### src/design/arf_pkg.sv
// Shared types and constants for the adaptive refresh interval block.
package arf_pkg;

    localparam int CFG_IDX_W   = 3;
    localparam int CFG_DATA_W  = 20;
    localparam int IVL_W       = 20;
    localparam int PCT_W       = 7;
    localparam int TICK_W      = 64;

    // register indexes on the configuration port
    localparam logic [CFG_IDX_W-1:0] CFG_ENABLE   = 3'd0;
    localparam logic [CFG_IDX_W-1:0] CFG_BASE     = 3'd1;
    localparam logic [CFG_IDX_W-1:0] CFG_HIGH     = 3'd2;
    localparam logic [CFG_IDX_W-1:0] CFG_LOW      = 3'd3;
    localparam logic [CFG_IDX_W-1:0] CFG_MIN      = 3'd4;
    localparam logic [CFG_IDX_W-1:0] CFG_MAX      = 3'd5;

    // reset values
    localparam logic             RST_ENABLE = 1'b0;
    localparam logic [IVL_W-1:0] RST_BASE   = 20'd1000;
    localparam logic [PCT_W-1:0] RST_HIGH   = 7'd22;
    localparam logic [PCT_W-1:0] RST_LOW    = 7'd18;
    localparam logic [IVL_W-1:0] RST_MIN    = 20'd1000;
    localparam logic [IVL_W-1:0] RST_MAX    = 20'd100000;

    localparam logic [PCT_W-1:0] PCT_FULL   = 7'd100;

    // interval scale factors, all over ten
    localparam logic [3:0] SCALE_GROW   = 4'd11;
    localparam logic [3:0] SCALE_SHRINK = 4'd9;
    localparam logic [3:0] SCALE_KEEP   = 4'd10;

    // floor(x/10) = (x * RECIP_TEN) >> RECIP_SHIFT, exact for x < 2^26
    localparam int             SCALED_W    = 24;
    localparam int             RECIP_SHIFT = 27;
    localparam logic [23:0]    RECIP_TEN   = 24'hCCCCCD;

    typedef struct packed {
        logic              restart;
        logic [TICK_W-1:0] total_ticks;
        logic [TICK_W-1:0] own_ticks;
    } arf_in_t;

    typedef struct packed {
        logic             changed;
        logic [IVL_W-1:0] interval_out;
        logic [PCT_W-1:0] usage_percent;
    } arf_out_t;

    typedef struct packed {
        logic             enable;
        logic [IVL_W-1:0] base_interval;
        logic [PCT_W-1:0] usage_high;
        logic [PCT_W-1:0] usage_low;
        logic [IVL_W-1:0] min_interval;
        logic [IVL_W-1:0] max_interval;
    } arf_cfg_t;

    typedef struct packed {
        logic       load;
        logic       prep;
        logic       mul1;
        logic       mul2;
        logic       div_step;
        logic [2:0] div_shift;
        logic       scale;
        logic       recip;
        logic       clamp;
        logic       commit;
    } arf_cmd_t;

    typedef struct packed {
        logic skip;
    } arf_status_t;

endpackage

### src/design/adaptive_refresh_interval.sv
// Top level: configuration registers, sequencer and datapath of the interval controller.
// Sequence: a normal enabled update passes through prep, the mul1 and mul2 steps, the
// seven restoring steps of the usage divider, scale, reciprocal multiply, clamp and commit;
// a restart or a disabled update goes from prep straight to commit. The commit waits while
// the output slot is held, and no new transaction is accepted until it is done.
// Reset: configuration returns to defaults, interval 1000, last usage 18, baselines zero.
module adaptive_refresh_interval (
    input  logic                                clk,
    input  logic                                rst_n,
    input  logic                                cfg_we,
    input  logic [arf_pkg::CFG_IDX_W-1:0]       cfg_index,
    input  logic [arf_pkg::CFG_DATA_W-1:0]      cfg_wdata,
    input  logic                                in_valid,
    output logic                                in_stall,
    input  arf_pkg::arf_in_t                    in_data,
    output logic                                out_valid,
    input  logic                                out_stall,
    output arf_pkg::arf_out_t                   out_data
);

    arf_pkg::arf_cfg_t    cfg_reg, cfg_next;
    arf_pkg::arf_cmd_t    cmd;
    arf_pkg::arf_status_t status;

    always_comb
    begin
        cfg_next = cfg_reg;
        if (cfg_we)
        begin
            case (cfg_index)
                arf_pkg::CFG_ENABLE: cfg_next.enable        = cfg_wdata[0];
                arf_pkg::CFG_BASE:   cfg_next.base_interval = cfg_wdata[arf_pkg::IVL_W-1:0];
                arf_pkg::CFG_HIGH:   cfg_next.usage_high    = cfg_wdata[arf_pkg::PCT_W-1:0];
                arf_pkg::CFG_LOW:    cfg_next.usage_low     = cfg_wdata[arf_pkg::PCT_W-1:0];
                arf_pkg::CFG_MIN:    cfg_next.min_interval  = cfg_wdata[arf_pkg::IVL_W-1:0];
                arf_pkg::CFG_MAX:    cfg_next.max_interval  = cfg_wdata[arf_pkg::IVL_W-1:0];
                default:             cfg_next = cfg_reg;
            endcase
        end
    end

    always_ff @(posedge clk or negedge rst_n)
    begin
        if (!rst_n)
        begin
            cfg_reg.enable        <= arf_pkg::RST_ENABLE;
            cfg_reg.base_interval <= arf_pkg::RST_BASE;
            cfg_reg.usage_high    <= arf_pkg::RST_HIGH;
            cfg_reg.usage_low     <= arf_pkg::RST_LOW;
            cfg_reg.min_interval  <= arf_pkg::RST_MIN;
            cfg_reg.max_interval  <= arf_pkg::RST_MAX;
        end
        else
        begin
            cfg_reg <= cfg_next;
        end
    end

    arf_ctrl u_ctrl (
        .clk       (clk),
        .rst_n     (rst_n),
        .in_valid  (in_valid),
        .in_stall  (in_stall),
        .out_valid (out_valid),
        .out_stall (out_stall),
        .status    (status),
        .cmd       (cmd)
    );

    arf_dpath u_dpath (
        .clk      (clk),
        .rst_n    (rst_n),
        .cfg      (cfg_reg),
        .in_data  (in_data),
        .cmd      (cmd),
        .status   (status),
        .out_data (out_data)
    );

endmodule

### src/design/arf_ctrl.sv
// Sequencer for the adaptive refresh interval block: handshakes and step control.
module arf_ctrl (
    input  logic                 clk,
    input  logic                 rst_n,
    input  logic                 in_valid,
    output logic                 in_stall,
    output logic                 out_valid,
    input  logic                 out_stall,
    input  arf_pkg::arf_status_t status,
    output arf_pkg::arf_cmd_t    cmd
);

    localparam logic [3:0] S_IDLE  = 4'd0;
    localparam logic [3:0] S_PREP  = 4'd1;
    localparam logic [3:0] S_MUL1  = 4'd2;
    localparam logic [3:0] S_MUL2  = 4'd3;
    localparam logic [3:0] S_DIV   = 4'd4;
    localparam logic [3:0] S_SCALE = 4'd5;
    localparam logic [3:0] S_RECIP = 4'd6;
    localparam logic [3:0] S_CLAMP = 4'd7;
    localparam logic [3:0] S_FIN   = 4'd8;

    localparam logic [2:0] DIV_TOP = 3'd6;

    logic [3:0] state_reg, state_next;
    logic [2:0] step_reg, step_next;
    logic       out_valid_reg, out_valid_next;

    assign in_stall  = (state_reg != S_IDLE);
    assign out_valid = out_valid_reg;

    always_comb
    begin
        state_next     = state_reg;
        step_next      = step_reg;
        out_valid_next = out_valid_reg && out_stall;
        cmd            = '0;
        case (state_reg)
            S_IDLE:
            begin
                if (in_valid)
                begin
                    cmd.load   = 1'b1;
                    state_next = S_PREP;
                end
            end
            S_PREP:
            begin
                cmd.prep   = 1'b1;
                state_next = status.skip ? S_FIN : S_MUL1;
            end
            S_MUL1:
            begin
                cmd.mul1   = 1'b1;
                state_next = S_MUL2;
            end
            S_MUL2:
            begin
                cmd.mul2   = 1'b1;
                step_next  = DIV_TOP;
                state_next = S_DIV;
            end
            S_DIV:
            begin
                cmd.div_step  = 1'b1;
                cmd.div_shift = step_reg;
                if (step_reg == 3'd0)
                    state_next = S_SCALE;
                else
                    step_next = step_reg - 3'd1;
            end
            S_SCALE:
            begin
                cmd.scale  = 1'b1;
                state_next = S_RECIP;
            end
            S_RECIP:
            begin
                cmd.recip  = 1'b1;
                state_next = S_CLAMP;
            end
            S_CLAMP:
            begin
                cmd.clamp  = 1'b1;
                state_next = S_FIN;
            end
            S_FIN:
            begin
                // wait for the output slot before touching state
                if (!out_valid_reg || !out_stall)
                begin
                    cmd.commit     = 1'b1;
                    out_valid_next = 1'b1;
                    state_next     = S_IDLE;
                end
            end
            default:
            begin
                state_next = S_IDLE;
            end
        endcase
    end

    always_ff @(posedge clk or negedge rst_n)
    begin
        if (!rst_n)
        begin
            state_reg     <= S_IDLE;
            step_reg      <= 3'd0;
            out_valid_reg <= 1'b0;
        end
        else
        begin
            state_reg     <= state_next;
            step_reg      <= step_next;
            out_valid_reg <= out_valid_next;
        end
    end

`ifndef NO_ASSERTIONS
    a_accept_starts: assert property (@(posedge clk) disable iff (!rst_n)
        in_valid && !in_stall |=> state_reg == S_PREP)
        else $error("accepted transaction did not start processing");

    a_commit_slot_free: assert property (@(posedge clk) disable iff (!rst_n)
        cmd.commit |-> (!out_valid_reg || !out_stall))
        else $error("commit while output slot occupied");

    a_rise_from_fin: assert property (@(posedge clk) disable iff (!rst_n)
        $rose(out_valid_reg) |-> $past(state_reg) == S_FIN)
        else $error("result presented without a commit");

    a_div_ends: assert property (@(posedge clk) disable iff (!rst_n)
        state_reg == S_DIV && step_reg == 3'd0 |=> state_reg == S_SCALE)
        else $error("divider did not finish after its last step");
`endif

endmodule

### src/design/arf_dpath.sv
// Datapath: usage divider, interval scaling and clamping, tracked state.
module arf_dpath (
    input  logic                 clk,
    input  logic                 rst_n,
    input  arf_pkg::arf_cfg_t    cfg,
    input  arf_pkg::arf_in_t     in_data,
    input  arf_pkg::arf_cmd_t    cmd,
    output arf_pkg::arf_status_t status,
    output arf_pkg::arf_out_t    out_data
);

    localparam int TW  = arf_pkg::TICK_W;
    localparam int IW  = arf_pkg::IVL_W;
    localparam int PW  = arf_pkg::PCT_W;
    localparam int SW  = arf_pkg::SCALED_W;
    localparam int RW  = TW + PW;          // busy * 100 fits here
    localparam int PRW = 2 * SW;

    // transaction held during processing
    logic          restart_reg;
    logic [TW-1:0] total_reg;
    logic [TW-1:0] own_reg;

    logic [TW-1:0]  elapsed_reg;
    logic [TW-1:0]  busy_reg;
    logic [RW-1:0]  rem_reg;
    logic           zero_reg;
    logic           sat_reg;
    logic [PW-1:0]  quot_reg;
    logic [PW-1:0]  usage_reg;
    logic [SW-1:0]  scaled_reg;
    logic [PRW-1:0] prod_reg;
    logic [IW:0]    cand_reg;

    logic [IW-1:0] cur_interval_reg, cur_interval_next;
    logic [PW-1:0] prev_usage_reg, prev_usage_next;
    logic [TW-1:0] prev_total_reg, prev_total_next;
    logic [TW-1:0] prev_own_reg, prev_own_next;

    arf_pkg::arf_out_t out_reg;

    logic [RW:0]   trial;
    logic [PW-1:0] usage_calc;
    logic          grow;
    logic          shrink;
    logic [3:0]    factor;
    logic [IW:0]   quot10;
    logic [IW:0]   base_hi;
    logic [IW:0]   base_lo;
    logic [IW:0]   clamp1;
    logic [IW-1:0] clamp2;

    assign status.skip = restart_reg || !cfg.enable;

    assign trial = {1'b0, rem_reg} - ({{(RW + 1 - TW){1'b0}}, elapsed_reg} << cmd.div_shift);

    assign usage_calc = zero_reg ? cfg.usage_low :
                        sat_reg  ? arf_pkg::PCT_FULL : quot_reg;

    assign grow   = (usage_calc > cfg.usage_high) && (prev_usage_reg > cfg.usage_high);
    assign shrink = (cur_interval_reg != cfg.base_interval) &&
                    (usage_calc < cfg.usage_low) && (prev_usage_reg < cfg.usage_low);
    assign factor = grow ? arf_pkg::SCALE_GROW :
                    shrink ? arf_pkg::SCALE_SHRINK : arf_pkg::SCALE_KEEP;

    assign quot10  = prod_reg[arf_pkg::RECIP_SHIFT +: (IW + 1)];
    assign base_hi = {cfg.base_interval, 1'b0};
    assign base_lo = {1'b0, cfg.base_interval};
    assign clamp1  = (quot10 > base_hi) ? base_hi :
                     (quot10 < base_lo) ? base_lo : quot10;

    // max is checked first: when the bounds cross, a candidate above max gets max, any other min
    assign clamp2 = (cand_reg > {1'b0, cfg.max_interval}) ? cfg.max_interval :
                    (cand_reg < {1'b0, cfg.min_interval}) ? cfg.min_interval :
                    cand_reg[IW-1:0];

    always_comb
    begin
        cur_interval_next = cur_interval_reg;
        prev_usage_next   = prev_usage_reg;
        prev_total_next   = prev_total_reg;
        prev_own_next     = prev_own_reg;
        if (restart_reg)
        begin
            prev_total_next   = total_reg;
            prev_own_next     = own_reg;
            cur_interval_next = cfg.base_interval;
            prev_usage_next   = cfg.usage_low;
        end
        else if (cfg.enable)
        begin
            prev_total_next = total_reg;
            if (!zero_reg)
                prev_own_next = own_reg;
            cur_interval_next = clamp2;
            prev_usage_next   = usage_reg;
        end
    end

    always_ff @(posedge clk)
    begin
        if (cmd.load)
        begin
            restart_reg <= in_data.restart;
            total_reg   <= in_data.total_ticks;
            own_reg     <= in_data.own_ticks;
        end
        if (cmd.prep)
        begin
            elapsed_reg <= total_reg - prev_total_reg;
            busy_reg    <= own_reg - prev_own_reg;
        end
        if (cmd.mul1)
        begin
            rem_reg  <= {1'b0, busy_reg, 6'b0} + {2'b0, busy_reg, 5'b0};
            zero_reg <= (elapsed_reg == '0);
            sat_reg  <= (busy_reg >= elapsed_reg);
        end
        if (cmd.mul2)
            rem_reg <= rem_reg + {5'b0, busy_reg, 2'b0};
        if (cmd.div_step)
        begin
            if (!trial[RW])
                rem_reg <= trial[RW-1:0];
            quot_reg <= {quot_reg[PW-2:0], !trial[RW]};
        end
        if (cmd.scale)
        begin
            usage_reg  <= usage_calc;
            scaled_reg <= {{(SW - IW){1'b0}}, cur_interval_reg} * {{(SW - 4){1'b0}}, factor};
        end
        if (cmd.recip)
            prod_reg <= {{SW{1'b0}}, scaled_reg} * {{SW{1'b0}}, arf_pkg::RECIP_TEN};
        if (cmd.clamp)
            cand_reg <= clamp1;
        if (cmd.commit)
        begin
            out_reg.changed       <= (cur_interval_next != cur_interval_reg);
            out_reg.interval_out  <= cur_interval_next;
            out_reg.usage_percent <= prev_usage_next;
        end
    end

    always_ff @(posedge clk or negedge rst_n)
    begin
        if (!rst_n)
        begin
            cur_interval_reg <= arf_pkg::RST_BASE;
            prev_usage_reg   <= arf_pkg::RST_LOW;
            prev_total_reg   <= '0;
            prev_own_reg     <= '0;
        end
        else if (cmd.commit)
        begin
            cur_interval_reg <= cur_interval_next;
            prev_usage_reg   <= prev_usage_next;
            prev_total_reg   <= prev_total_next;
            prev_own_reg     <= prev_own_next;
        end
    end

    assign out_data = out_reg;

endmodule

### config.mk
export PLATFORM = sky130hd
export DESIGN_NAME = adaptive_refresh_interval
export DESIGN_NICKNAME = d
export VERILOG_FILES = /design/src/design/arf_pkg.sv /design/src/design/adaptive_refresh_interval.sv /design/src/design/arf_ctrl.sv /design/src/design/arf_dpath.sv
export SDC_FILE = /design/constraint.sdc
export NUM_CORES = 2
export LEC_CHECK = 0
export BUFFER_PORTS_ARGS = -buffer_cell sky130_fd_sc_hd__buf_2
export CAP_MARGIN = 15
export CELL_PAD_IN_SITES_DETAIL_PLACEMENT = 0
export CELL_PAD_IN_SITES_GLOBAL_PLACEMENT = 1
export CORE_UTILIZATION = 55
export CTS_CLUSTER_DIAMETER = 100
export DETAILED_ROUTE_END_ITERATION = 10
export PLACE_DENSITY = 0.88
export SLEW_MARGIN = 0
export SYNTH_ARGS = -nofsm -noshare
export SYNTH_HDL_FRONTEND = slang
export SYNTH_HIERARCHICAL = 1
export SYNTH_SLANG_ARGS = --single-unit
### constraint.sdc
create_clock -name clk -period 27 [get_ports clk]
set_input_delay 5.4 -clock clk [delete_from_list [all_inputs] [get_ports clk]]
set_output_delay 5.4 -clock clk [all_outputs]
set_load 0.05 [all_outputs]
==> summary.txt <==
Logic synthesis
  • Post-synth EDFFs: approximately 370
  • #FFs+latches synth: approximately 680
  • Syn Std Cell Area: approximately 63000 µm²
  • Async SR Flop Fraction: 0.352
  • Post-Syn Nets: between 7000 and 8000
  • Avg Inst Size Synth: approximately 9.4 µm²
  • Most common cell in the synthesized netlist: ha_1
  • Post-synth top area cell: edfxtp_1
  • Synth Warn #: 6
  • Post-synth top flop: edfxtp_1
  • Proportion of synthesized chip area in sequential cells: 0.294
  • Syn Inst Count: 6649
  • Synth top cells by count: ha_1 (804), inv_1 (777), a21oi_1 (568), nand2_1 (457), edfxtp_1 (367)
  • Count of different cell masters after synthesis: 120
  • Post-synth top area share: 0.175
  • Top post-synthesis cells by area: edfxtp_1 (18%), ha_1 (16%), dfrtp_1 (8.2%), fa_1 (7.3%), inv_1 (4.6%)

Critical path
  • Most used cell, CP: fa_1
  • Crit path cell chain: ha_1 > xor2_1 > xor2_1 > fa_1 > fa_1 > fa_1 > fa_1 > inv_1 > fa_1 > inv_1 > ha_1 > and3_1 > a32oi_1 > o211ai_1 > a41oi_1 > a21bo_1 > a21oi_1 > a221o_1 > a41oi_1 > nor2b_1 > o21bai_1 > xor2_1
  • Crit path depth: 22
  • CP startpoint kind: flop
  • CP Capture Type: flop
  • CP Capture Point: u_dpath/prod_reg[46]$_DFFE_PP_
  • R2R setup slack: about 19 ns
  • Critical path fanouts, max: 13
  • Cells on worst reg2reg path: 22
  • R2r endpoint: u_dpath/prod_reg[46]$_DFFE_PP_
  • Worst path bufs/invs: 2
  • CP max-delay cell: edfxtp_1
  • Largest stage delay, worst path: between 0.6 and 0.7 ns
  • Worst r2r src: u_dpath/scaled_reg[3]$_DFFE_PP_
  • Crit Path Class: reg2reg
  • Crit path DAT: 8.36 ns
  • Cell family with most CP delay: adder cells
  • CP required: 27.36 ns
  • Crit path from: u_dpath/scaled_reg[3]$_DFFE_PP_

Clock tree
  • Worst-Skew Late Latency: 0.66 ns
  • CTS buffer count: between 70 and 80
  • TritonCTS clock tree: built
  • H-tree lvl count: 3
  • Hold-fix buffer count after cts: 0
  • Post-CTS setup buffer count: 0
  • Clk slew on worst S/H paths: 0.06 ns
  • CTS resizes: 0
  • Root Buffer: clkbuf_16
  • Clock sinks: approximately 680
  • Max clock buf depth: 3

Die
  • Die Width: between 300 and 400 µm
  • Core area: approximately 110000 µm²
  • Top Ports: roughly 190
  • Chip height: roughly 340 µm
  • Starting Density: 0.557
  • Row cnt: between 100 and 150
  • Die area: around 120000 µm²

Drt
  • # DRC: 0
  • Total Wirelength: ~180000 µm
  • DR WL/cell: 22.0 µm
  • Post-route ant nets: 0
  • Total number of vias: 50413
  • Detailed Routing Iterations Pass 1: 6
  • Vias/cell: a little over 6
  • Initial DRC Count: roughly 4900

Flow run
  • Max Cap Viol: 0

STA
  • Fmax: between 0.1 and 0.15 GHz
  • RSZ-0062 raised after global routing: false
  • Sum Neg Setup Slack: 0 ns
  • Fin crit share: 0.296
  • Fin. Hold Viols: 0
  • Max_slew headroom: 0.204
  • Min Clock Period, post-route: around 8 ns
  • Slew Limit Fails: 0
  • Skew final: approximately 0.044 ns
  • Setup-failing EPs final: 0
  • Worst-Margin Slew: around 1.2 ns

Placement
  • PortBufs: 186
  • Final HPWL DP: 146000 µm
  • RePlAce Congestion: 1.00

Layout
  • Fill count: roughly 10000
  • Nets: 7884
  • Max FFs per register: 75
  • Proportion of layout cells with a drive suffix above 1: 0.0945
  • P&R area growth vs syn: 7.45%

Hold path
  • Min-delay worst type: reg2reg

GRT
  • Initial antenna violation count: 7
  • First-pass GRT wire length: 279000 µm
  • Global route overflow: 0
  • Largest net degree at the start of global routing: 112
  • Number of global-route vias before repair: 47727
  • Global Route Usage Sum: 0.309

Run status
  • Status: complete, no violations
logic make-up (layout without fill, tap and decap cells):
logic type | Yosys count | count (layout) | synth area share
AOI/OAI and AO/OA | 1763 | 1763 | 0.179
and+or+nand+nor | 1436 | 1436 | 0.111
adders and majority gates | 1034 | 1034 | 0.234
buffers and inverters | 1027 | 1131 | 0.0632
DFF | 676 | 676 | 0.294
xor gates and xnor gates | 367 | 367 | 0.0512
muxes | 346 | 346 | 0.0684
other | 0 | 4 | 0
routing by layer:
layer	track usage	up-vias	part of all wire
met1	0.481	24316	0.48
li1	-	23918	-
met3	0.0426	198	0.083
met4	0.0586	4	0.016
met5	0	-	0.00013
met2	0.457	1977	0.42
layout by cell type, fill, tap and decap left out, drive strengths merged, types with 37 or more instances in the layout:
master	instances
mux2	151
ha	804
clkbuf	99
o21bai	49
and3	46
and2	37
o21ai	381
nand2b	68
nor3	66
o22ai	37
a21o	259
buf	216
nor2b	95
xnor2	218
fa	230
edfxtp	367
a21oi	570
nand3	110
a31oi	44
o21a	61
nand2	458
nor4	45
dfxtp	71
nand4	99
o31ai	38
mux4	44
nor2	324
dfrtp	207
a211oi	72
mux2i	151
xor2	149
inv	781
worst min path at each step:
stage                                   from                             to  slack, ns  cells after the start
2_1_floorplan  u_dpath/quot_reg[0]$_DFFE_PP_  u_dpath/quot_reg[1]$_DFFE_PP_       0.43                      0
3_3_place_gp   u_dpath/quot_reg[5]$_DFFE_PP_  u_dpath/quot_reg[6]$_DFFE_PP_       0.44                      0
3_5_place_dp   u_dpath/quot_reg[5]$_DFFE_PP_  u_dpath/quot_reg[6]$_DFFE_PP_       0.45                      0
4_1_cts        u_dpath/quot_reg[5]$_DFFE_PP_  u_dpath/quot_reg[6]$_DFFE_PP_       0.46                      0
5_1_grt        u_dpath/quot_reg[5]$_DFFE_PP_  u_dpath/quot_reg[6]$_DFFE_PP_       0.48                      0
6_report          u_dpath/rem_reg[0]$_DFF_P_     u_dpath/rem_reg[0]$_DFF_P_       0.47                      2
worst min-delay path, stage by stage, from the launching register on:
cell	delay, ns
dfxtp_1	0.31
nand3_1	0.06
o21ai_1	0.05
final cells by class:
| type | count | area, µm² | share of cell area |
|---|---|---|---|
| multi-input cells | 4946 | 40500 | 0.600 |
| repair buffers | 216 | 1170 | 0.0173 |
| inverters | 779 | 2920 | 0.0433 |
| diodes | 4 | 10.0 | 0.000148 |
| clock inverters | 37 | 444 | 0.00658 |
| flip-flops and latches | 676 | 18400 | 0.273 |
| well taps | 1500 | 1880 | 0.0278 |
| clock buffers | 99 | 2120 | 0.0314 |
through the flow:
step | worst slack (ns) | instances | instance area (µm²) | utilization | hold WS [ns]
6_report | 19.00 | 8257 | 67500 | 0.598 | 0.471
5_1_grt | 18.65 | 8255 | 67500 | 0.598 | 0.484
4_1_cts | 19.00 | 8253 | 67500 | 0.598 | 0.459
3_5_place_dp | 18.74 | 8117 | 64900 | 0.575 | 0.446
3_3_place_gp | 18.78 | 8117 | 64900 | 0.575 | 0.438
2_1_floorplan | 16.95 | 6649 | 62800 | - | 0.427
Power is left out: the tool's default activity adds up to more than one toggle a clock period on the data nets, which glitch-free logic cannot reach.
